===== src/hdl/iremq_pkg.sv =====
`timescale 1ns / 1ps
`default_nettype none
// ----------------------------------------------------------------------------
// Indexed removal queue package
// Shared widths, request and status codes, defaults and the cell control type.
// ----------------------------------------------------------------------------
package iremq_pkg;

  localparam int VALUE_W  = 32;
  localparam int POS_W    = 16;
  localparam int REQ_W    = 2;
  localparam int STATUS_W = 3;
  localparam int COUNT_W  = 9;

  localparam int DEPTH_DEF = 256;
  localparam int GROUP_DEF = 16;

  localparam logic [REQ_W-1:0] REQ_APPEND = 2'd0;
  localparam logic [REQ_W-1:0] REQ_TAKE   = 2'd1;
  localparam logic [REQ_W-1:0] REQ_CLEAR  = 2'd2;

  localparam logic [STATUS_W-1:0] ST_APPENDED = 3'd0;
  localparam logic [STATUS_W-1:0] ST_TAKEN    = 3'd1;
  localparam logic [STATUS_W-1:0] ST_NONE     = 3'd2;
  localparam logic [STATUS_W-1:0] ST_FULL     = 3'd3;
  localparam logic [STATUS_W-1:0] ST_CLEARED  = 3'd4;

  typedef struct packed {
    logic append;
    logic take;
  } iremq_ctl_t;

endpackage
`default_nettype wire


===== src/hdl/iremq_cell.sv =====
`timescale 1ns / 1ps
`default_nettype none
// ----------------------------------------------------------------------------
// Indexed removal queue cell
// Holds one entry; loads an appended value or moves up its neighbor's entry.
// ----------------------------------------------------------------------------
module iremq_cell import iremq_pkg::*; #(
  parameter int IDX_W = 8,
  parameter int INDEX = 0
) (
  input  wire logic               clk,
  input  wire iremq_ctl_t         ctl,
  input  wire logic [IDX_W-1:0]   wr_index,
  input  wire logic [IDX_W-1:0]   take_index,
  input  wire logic [VALUE_W-1:0] value_in,
  input  wire logic [VALUE_W-1:0] neighbor_in,
  output logic [VALUE_W-1:0]      data_out,
  output logic                    hit
);

  localparam logic [IDX_W-1:0] MY_INDEX = IDX_W'(INDEX);

  logic [VALUE_W-1:0] data;

  always_ff @(posedge clk) begin
    if (ctl.take && (MY_INDEX >= take_index)) begin
      data <= neighbor_in;
    end else if (ctl.append && (MY_INDEX == wr_index)) begin
      data <= value_in;
    end
  end

  assign data_out = data;
  assign hit      = ctl.take && (MY_INDEX == take_index);

endmodule
`default_nettype wire


===== config.mk =====
export PLATFORM = sky130hd
export DESIGN_NAME = iremq_cell
export DESIGN_NICKNAME = d
export VERILOG_FILES = /design/src/hdl/iremq_pkg.sv /design/src/hdl/iremq_cell.sv
export SDC_FILE = /design/constraint.sdc
export NUM_CORES = 1
export LEC_CHECK = 0
export ABC_CLOCK_PERIOD_IN_PS = 6400
export BUFFER_PORTS_ARGS = -buffer_cell sky130_fd_sc_hd__buf_2
export CORE_ASPECT_RATIO = 0.6
export CORE_UTILIZATION = 40
export CTS_CLUSTER_SIZE = 30
export DETAILED_ROUTE_END_ITERATION = 16
export PLACE_DENSITY = 0.77
export SYNTH_ARGS = -nofsm -noshare
export SYNTH_HDL_FRONTEND = slang
export SYNTH_SLANG_ARGS = --single-unit

===== constraint.sdc =====
create_clock -name clk -period 6.4 [get_ports clk]
set_input_delay 0.64 -clock clk [delete_from_list [all_inputs] [get_ports clk]]
set_output_delay 0.64 -clock clk [all_outputs]
set_load 0.02 [all_outputs]

==> impl_metrics.yaml, run 1 <==
outcome:
  status: "finished, final reports clean"
placed_design:
  placement.io_buffers: 115
  dp.cells: 232
  routabilityCongestion: 0.623
layout:
  n_antenna_cell: 0
  multi_input_area_um2: 537
  finalNetCount: 277
  fillcell_total: 276
  flow.area_growth_from_synthesis_pct: 47.1
  fin_cells: 240
  largest_register_ffs: 32
  register_area_um2: 961
  layout-drive-gt1-share: 0.805
detailed_routing:
  detail_route.wirelength_um: 3510
  initialDrtViolationCount: 38
  route.detailed.wl_per_inst_um: 14.6
  post_drt_via_cell_ratio: 4.70
  drtAntennaViolNets: 0
  drt_pre_antenna_iters: 2
  drc_errors: 0
  via_count: 1128
die:
  dieArea_mm2: 0.00408
  die_x_um: 81.8
  design.core.area_mm2: 0.00344
  rows: 16
  die_y_um: 49.9
  start_util: 0.444
  top_level_ports: 116
worst_setup_path:
  crit_arrival_ns: 2.17
  critical_path_required_ns: 5.76
  crit_path_start_kind: "primary input"
  critPathMaxFanout: 34
  worstSetupEndpointType: "output port"
  worst-setup-path-type: "primary input to output port"
yosys:
  synthesis.instances: 74
  most_used_dff_post_synth: "sky130_fd_sc_hd__edfxtp_1"
  postSynth.asyncResetShare: 0
  synth_seq_area_share: 0.629
  postSynthAreaPerCell_um2: 20.6
  synthTopCellsByCount: "32 x sky130_fd_sc_hd__edfxtp_1, 28 x sky130_fd_sc_hd__mux2_4, 4 x sky130_fd_sc_hd__mux2_2"
  summed_instance_area_of_the_synthesized_netlist_mm2: 0.00153
  netlist.top_cell.by_area: "sky130_fd_sc_hd__edfxtp_1"
  synth.most_common_cell: "sky130_fd_sc_hd__edfxtp_1"
  synth_edf_count: 32
  synth.ff_latch_count: 32
  yosys_warnings: 0
  fraction_of_synthesized_cell_area_taken_by_the_top_area_cell_type: 0.629
  yosysUniqueCellTypes: 11
  synthesis.nets: 157
  synth_area_leaders: "sky130_fd_sc_hd__edfxtp_1 63%, sky130_fd_sc_hd__mux2_4 28%, sky130_fd_sc_hd__mux2_2 2.9%"
global_routing:
  antenna_found_initial: 0
  grt-busiest-layer: "met2"
  grt.overflow.total: 0
  grtUsageTotal: 0.186
  grt_max_degree: 35
  globalRouteMet1Util: 0.181
  first_global_vias: 1164
  gr-usage-met3: 0.0833
  global_route_wire_length_before_repair_um: 5310
  met2_usage: 0.335
clock_network:
  postCtsSetupBuffers: 0
  clock_tree.buffer_depth: 2
  clock_tree.root_cell: "sky130_fd_sc_hd__clkbuf_8"
  tritoncts.num_buffers: 5
  postCtsResizedCells: 0
  clock_slew_at_reported_path_ffs_ns: 0.06
  ctsHoldBuffers: 0
  tritoncts_num_sinks: 32
  tritoncts: "built"
  depth_of_the_cts_h_tree: 2
timing:
  worst-slew-pin-transition_ns: 0.825
  setup_viol_count_final: 0
  slew-limit-headroom: 0.449
  fin_crit_ns: 2.81
  maxClockFrequency_mhz: 356
  timing.final.hold_violations: 0
  maxSlewViolCount: 0
  unrepaired_setup_endpoints_after_global_routing: "false"
  finalSetupTns_ns: 0
  period_share: 0.439
worst_hold_path:
  hold_end: "data_out[9]$_DFFE_PP_"
  hold_start: "value_in[9]"
  min_delay_path_depth: 2
  hold_path.class: "primary input to flip-flop"
run:
  max_cap_viol_count: 0
pwr:
  worst_vdd_drop_v: 0.000146
  leakage_uw: 0.00114
  cell_area_power_density_mw_per_mm2: 205
[area by class of cell]
type                       count  area share
timing repair buffer         116       0.259
inverter                       1     0.00167
clock buffer                   5      0.0306
multi-input combinational     38       0.239
tap                           45      0.0251
sequential                    32       0.428
clock inverter                 3      0.0167
[per-layer routing]
layer | vias to the layer above | part of all wire | wire [µm]
li1 | 534 | - | -
met1 | 521 | 0.36 | 1280
met2 | 68 | 0.53 | 1860
met3 | 5 | 0.095 | 333
met4 | 0 | 0.012 | 41
met5 | - | 0 | 0
[kinds of logic (layout without fill, tap and decap cells)]
group                  after synthesis  after routing  synth area share
flip-flops                          32             32             0.629
AND/OR/NAND/NOR                      5              5            0.0360
AO/OA/AOI/OAI                        1              1           0.00573
buffers and inverters                4            125            0.0246
multiplexers                        32             32             0.305
[critical path, stage by stage]
cell and delay (ns):
sky130_fd_sc_hd__buf_2 0.10, sky130_fd_sc_hd__nor4_2 0.36, sky130_fd_sc_hd__nand4b_4 0.70, sky130_fd_sc_hd__inv_1 0.18, sky130_fd_sc_hd__buf_2 0.18
[report_power, final]
group,internal [µW],switching (µW)
logic,31.5,13.6
registers,231,0.200
clock network,113,69.7
total,376,83.5
[metrics by stage]
stage          hold WS, ns   util  total power (µW)  setup WS (ns)  instance area, µm²
5_1_grt              0.639  0.653               479           3.43                2250
2_1_floorplan        0.857      -               253           1.59                1530
3_5_place_dp         0.945  0.622               281           3.55                2140
6_report             0.658  0.653               460           3.59                2250
3_3_place_gp         0.940  0.622               279           3.63                2140
4_1_cts              0.651  0.653               464           3.57                2250
[cells in the final DEF (no fill, tap or decap)]
cell | Yosys | layout
sky130_fd_sc_hd__buf_2 | 0 | 115
sky130_fd_sc_hd__buf_4 | 0 | 1
sky130_fd_sc_hd__bufinv_16 | 0 | 1
sky130_fd_sc_hd__clkbuf_8 | 0 | 5
sky130_fd_sc_hd__clkinv_1 | 0 | 2
sky130_fd_sc_hd__edfxtp_1 | 32 | 32
sky130_fd_sc_hd__inv_1 | 1 | 1
sky130_fd_sc_hd__mux2_2 | 4 | 4
sky130_fd_sc_hd__mux2_4 | 28 | 28
sky130_fd_sc_hd__nand3b_1 | 1 | 1
sky130_fd_sc_hd__nand4b_4 | 1 | 1
sky130_fd_sc_hd__nor3_1 | 1 | 1
sky130_fd_sc_hd__nor4_1 | 1 | 1
sky130_fd_sc_hd__nor4_2 | 1 | 1
sky130_fd_sc_hd__o41ai_2 | 0 | 1
[worst max path at each step]
stage / startpoint / endpoint / slack (ns) / cells after the start
finish: take_index[5] / hit / 3.59 / 5
global route: take_index[5] / hit / 3.43 / 5
CTS: take_index[5] / hit / 3.57 / 5
detailed placement: take_index[5] / data_out[13]$_DFFE_PP_ / 3.55 / 5
global placement: take_index[5] / hit / 3.63 / 5
floorplan: wr_index[2] / data_out[0]$_DFFE_PP_ / 1.59 / 3
Note: power is estimated with default switching activity, not from simulation.
==> run 2: changes to the inputs <==
- ABC_AREA: default -> 1
- ABC_CLOCK_PERIOD_IN_PS: 6400 -> 2400
- CORE_UTILIZATION: 40 -> 37
- PLACE_DENSITY: 0.77 -> 0.74
- clock period: 6.4 -> 2.4 ns (I/O delays scaled with it)
==> run 2 against run 1 <==
Against the previous run:
- global-route usage fell by 1.8 points
- critical path type is now primary input to flip-flop
- setup slack got worse by 2.6 ns
- sequential share of layout area down 0.84 points
- power increased to 2.7 times the previous value
- first-iteration DRC count decreased by 7.9%
- hold slack got worse by 0.43 ns
- die area is 14% higher
==> impl_metrics.yaml, run 2 <==
pwr:
  total_power_consumption_uw: 1240
  worst_vdd_drop_v: 0.000285
  cell_area_power_density_mw_per_mm2: 540
  leakage_uw: 0.00115
timing:
  maxClockFrequency_mhz: 690
  setup_viol_count_final: 0
  setup_slack_ns: 0.951
  slew-limit-headroom: 0.344
  maxSlewViolCount: 0
  worst-slew-pin-transition_ns: 0.981
  timing.final.hold_violations: 0
  fin_crit_ns: 1.45
  unrepaired_setup_endpoints_after_global_routing: "false"
  finalSetupTns_ns: 0
  period_share: 0.604
yosys:
  synth.ff_latch_count: 32
  fraction_of_synthesized_cell_area_taken_by_the_top_area_cell_type: 0.592
  postSynth.asyncResetShare: 0
  synth_top_family_by_area: "simple AND/OR/NAND/NOR gates"
  synthAdderAreaFrac: 0
  yosysUniqueCellTypes: 11
  synth.most_common_cell: "sky130_fd_sc_hd__nand2_1"
  post_synth_and_or_nand_nor_area_fraction: 0.320
  synth_seq_area_share: 0.592
  synth_edf_count: 32
  netlist.top_cell.by_area: "sky130_fd_sc_hd__edfxtp_1"
  synthesis.instances: 164
  yosys_warnings: 0
  synth_area_leaders: "sky130_fd_sc_hd__edfxtp_1 59%, sky130_fd_sc_hd__nand2_1 16%, sky130_fd_sc_hd__nand3_1 10%"
  post_synth_xor_area_fraction: 0
  synthesis.nets: 247
  most_used_dff_post_synth: "sky130_fd_sc_hd__edfxtp_1"
  synth_compound_area_frac: 0.00539
  postSynthAreaPerCell_um2: 9.90
  summed_instance_area_of_the_synthesized_netlist_mm2: 0.00162
  synthTopCellsByCount: "68 x sky130_fd_sc_hd__nand2_1, 33 x sky130_fd_sc_hd__nand3_1, 32 x sky130_fd_sc_hd__edfxtp_1"
  yosys-mux-area-fraction: 0
layout:
  layout-drive-gt1-share: 0.470
  post-route-cell-area_mm2: 0.00229
  fin_cells: 339
  n_antenna_cell: 0
  fillcell_total: 371
  multi_input_area_um2: 536
  flow.area_growth_from_synthesis_pct: 41.1
  mostFrequentLayoutCells: "115 x sky130_fd_sc_hd__buf_2, 68 x sky130_fd_sc_hd__nand2_1, 33 x sky130_fd_sc_hd__nand3_1"
  register_area_um2: 961
  finalNetCount: 361
  largest_register_ffs: 32
  final_common_cell: "sky130_fd_sc_hd__buf_2"
clock_network:
  depth_of_the_cts_h_tree: 2
  tritoncts_num_sinks: 32
  postCtsResizedCells: 0
  clock_slew_at_reported_path_ffs_ns: 0.07
  tritoncts.num_buffers: 5
  clock_tree.buffer_depth: 2
  ctsHoldBuffers: 0
  postCtsSetupBuffers: 0
  clock_tree.root_cell: "sky130_fd_sc_hd__clkbuf_8"
  tritoncts: "built"
worst_setup_path:
  largest_stage_delay_worst_path_ns: 0.77
  crit_path_start_kind: "primary input"
  family_with_the_most_delay_on_the_worst_path: "compound AO/OA/AOI/OAI gates"
  worst-setup-path-type: "primary input to flip-flop"
  critPathMaxFanout: 32
  worstSetupEndpointType: "flip-flop"
  cp.buffers_inverters: 1
  critical_path_required_ns: 2.30
  timing.critical_path.cells: "buf_2 > nor2_1 > nand3_1 > o21ai_4"
  crit_arrival_ns: 1.35
  critical-path-slowest-cell: "sky130_fd_sc_hd__o21ai_4"
die:
  die_x_um: 87.5
  rows: 18
  design.core.area_mm2: 0.00417
  die_y_um: 53.3
  dieArea_mm2: 0.00467
  start_util: 0.390
  top_level_ports: 116
placed_design:
  hpwl_um: 2740
  post_dp_cell_area_mm2: 0.00218
  dp_worst_setup_slack_ns: 0.611
  dp.cells: 331
  placement.io_buffers: 115
  routabilityCongestion: 0.691
detailed_routing:
  post_drt_via_cell_ratio: 4.53
  drt_pre_antenna_iters: 4
  drtAntennaViolNets: 0
  route.detailed.wl_per_inst_um: 11.3
  via_count: 1535
  detail_route.wirelength_um: 3850
  drc_errors: 0
  initialDrtViolationCount: 35
global_routing:
  antenna_found_initial: 0
  grt_max_degree: 34
  grtUsageTotal: 0.168
  global_route_wire_length_before_repair_um: 5660
  first_global_vias: 1283
  grt.overflow.total: 0
worst_hold_path:
  hold_path.class: "primary input to flip-flop"
outcome:
  status: "finished, final reports clean"
run:
  max_cap_viol_count: 0
run 2: changes by cell type after synthesis, sizes merged:
cell,delta
buf,+7
inv,+5
mux2,-32
nand2,+70
nand3,+34
nand3b,-1
nand4b,-1
nor2,+11
nor3,-1
nor4,-2
o21ai,+1
o41ai,-1
run 2: cell families (layout without fill, tap and decap cells):
| group | Yosys count | in the layout |
|---|---|---|
| buffers and inverters | 16 | 131 |
| AOI/OAI and AO/OA | 1 | 1 |
| DFF | 32 | 32 |
| and+or+nand+nor | 115 | 115 |
run 2: stage by stage:
stage          hold slack, ns   util
5_1_grt                 0.217  0.550
2_1_floorplan           0.419      -
6_report                0.227  0.550
3_3_place_gp            0.507  0.524
4_1_cts                 0.222  0.550
3_5_place_dp            0.509  0.524
run 2: power breakdown:
part	total (µW)	internal (µW)	switching, µW
clock network	498	308	190
logic	122	64.5	57.0
registers	618	617	0.502
total	1240	989	248
run 2: final timing paths:
kind | depth (start not counted) | from | end
hold / removal | 3 | value_in[19] | data_out[19]$_DFFE_PP_
setup / recovery | 4 | wr_index[3] | data_out[13]$_DFFE_PP_
run 2: final cells by class:
class | instances | area share
multi-input cells | 116 | 0.234
clock inverters | 2 | 0.0153
well taps | 60 | 0.0328
repair buffers | 117 | 0.258
flip-flops and latches | 32 | 0.419
clock buffers | 6 | 0.0317
inverters | 6 | 0.00983
run 2: routing by layer:
| layer | part of all wire | up-vias | wire length (µm) | track usage |
|---|---|---|---|---|
| li1 | - | 772 | - | - |
| met1 | 0.46 | 676 | 1750 | 0.188 |
| met2 | 0.44 | 85 | 1700 | 0.299 |
| met3 | 0.097 | 2 | 374 | 0.0608 |
| met4 | 0.0042 | 0 | 16 | 0.0574 |
| met5 | 0 | - | 0 | 0 |
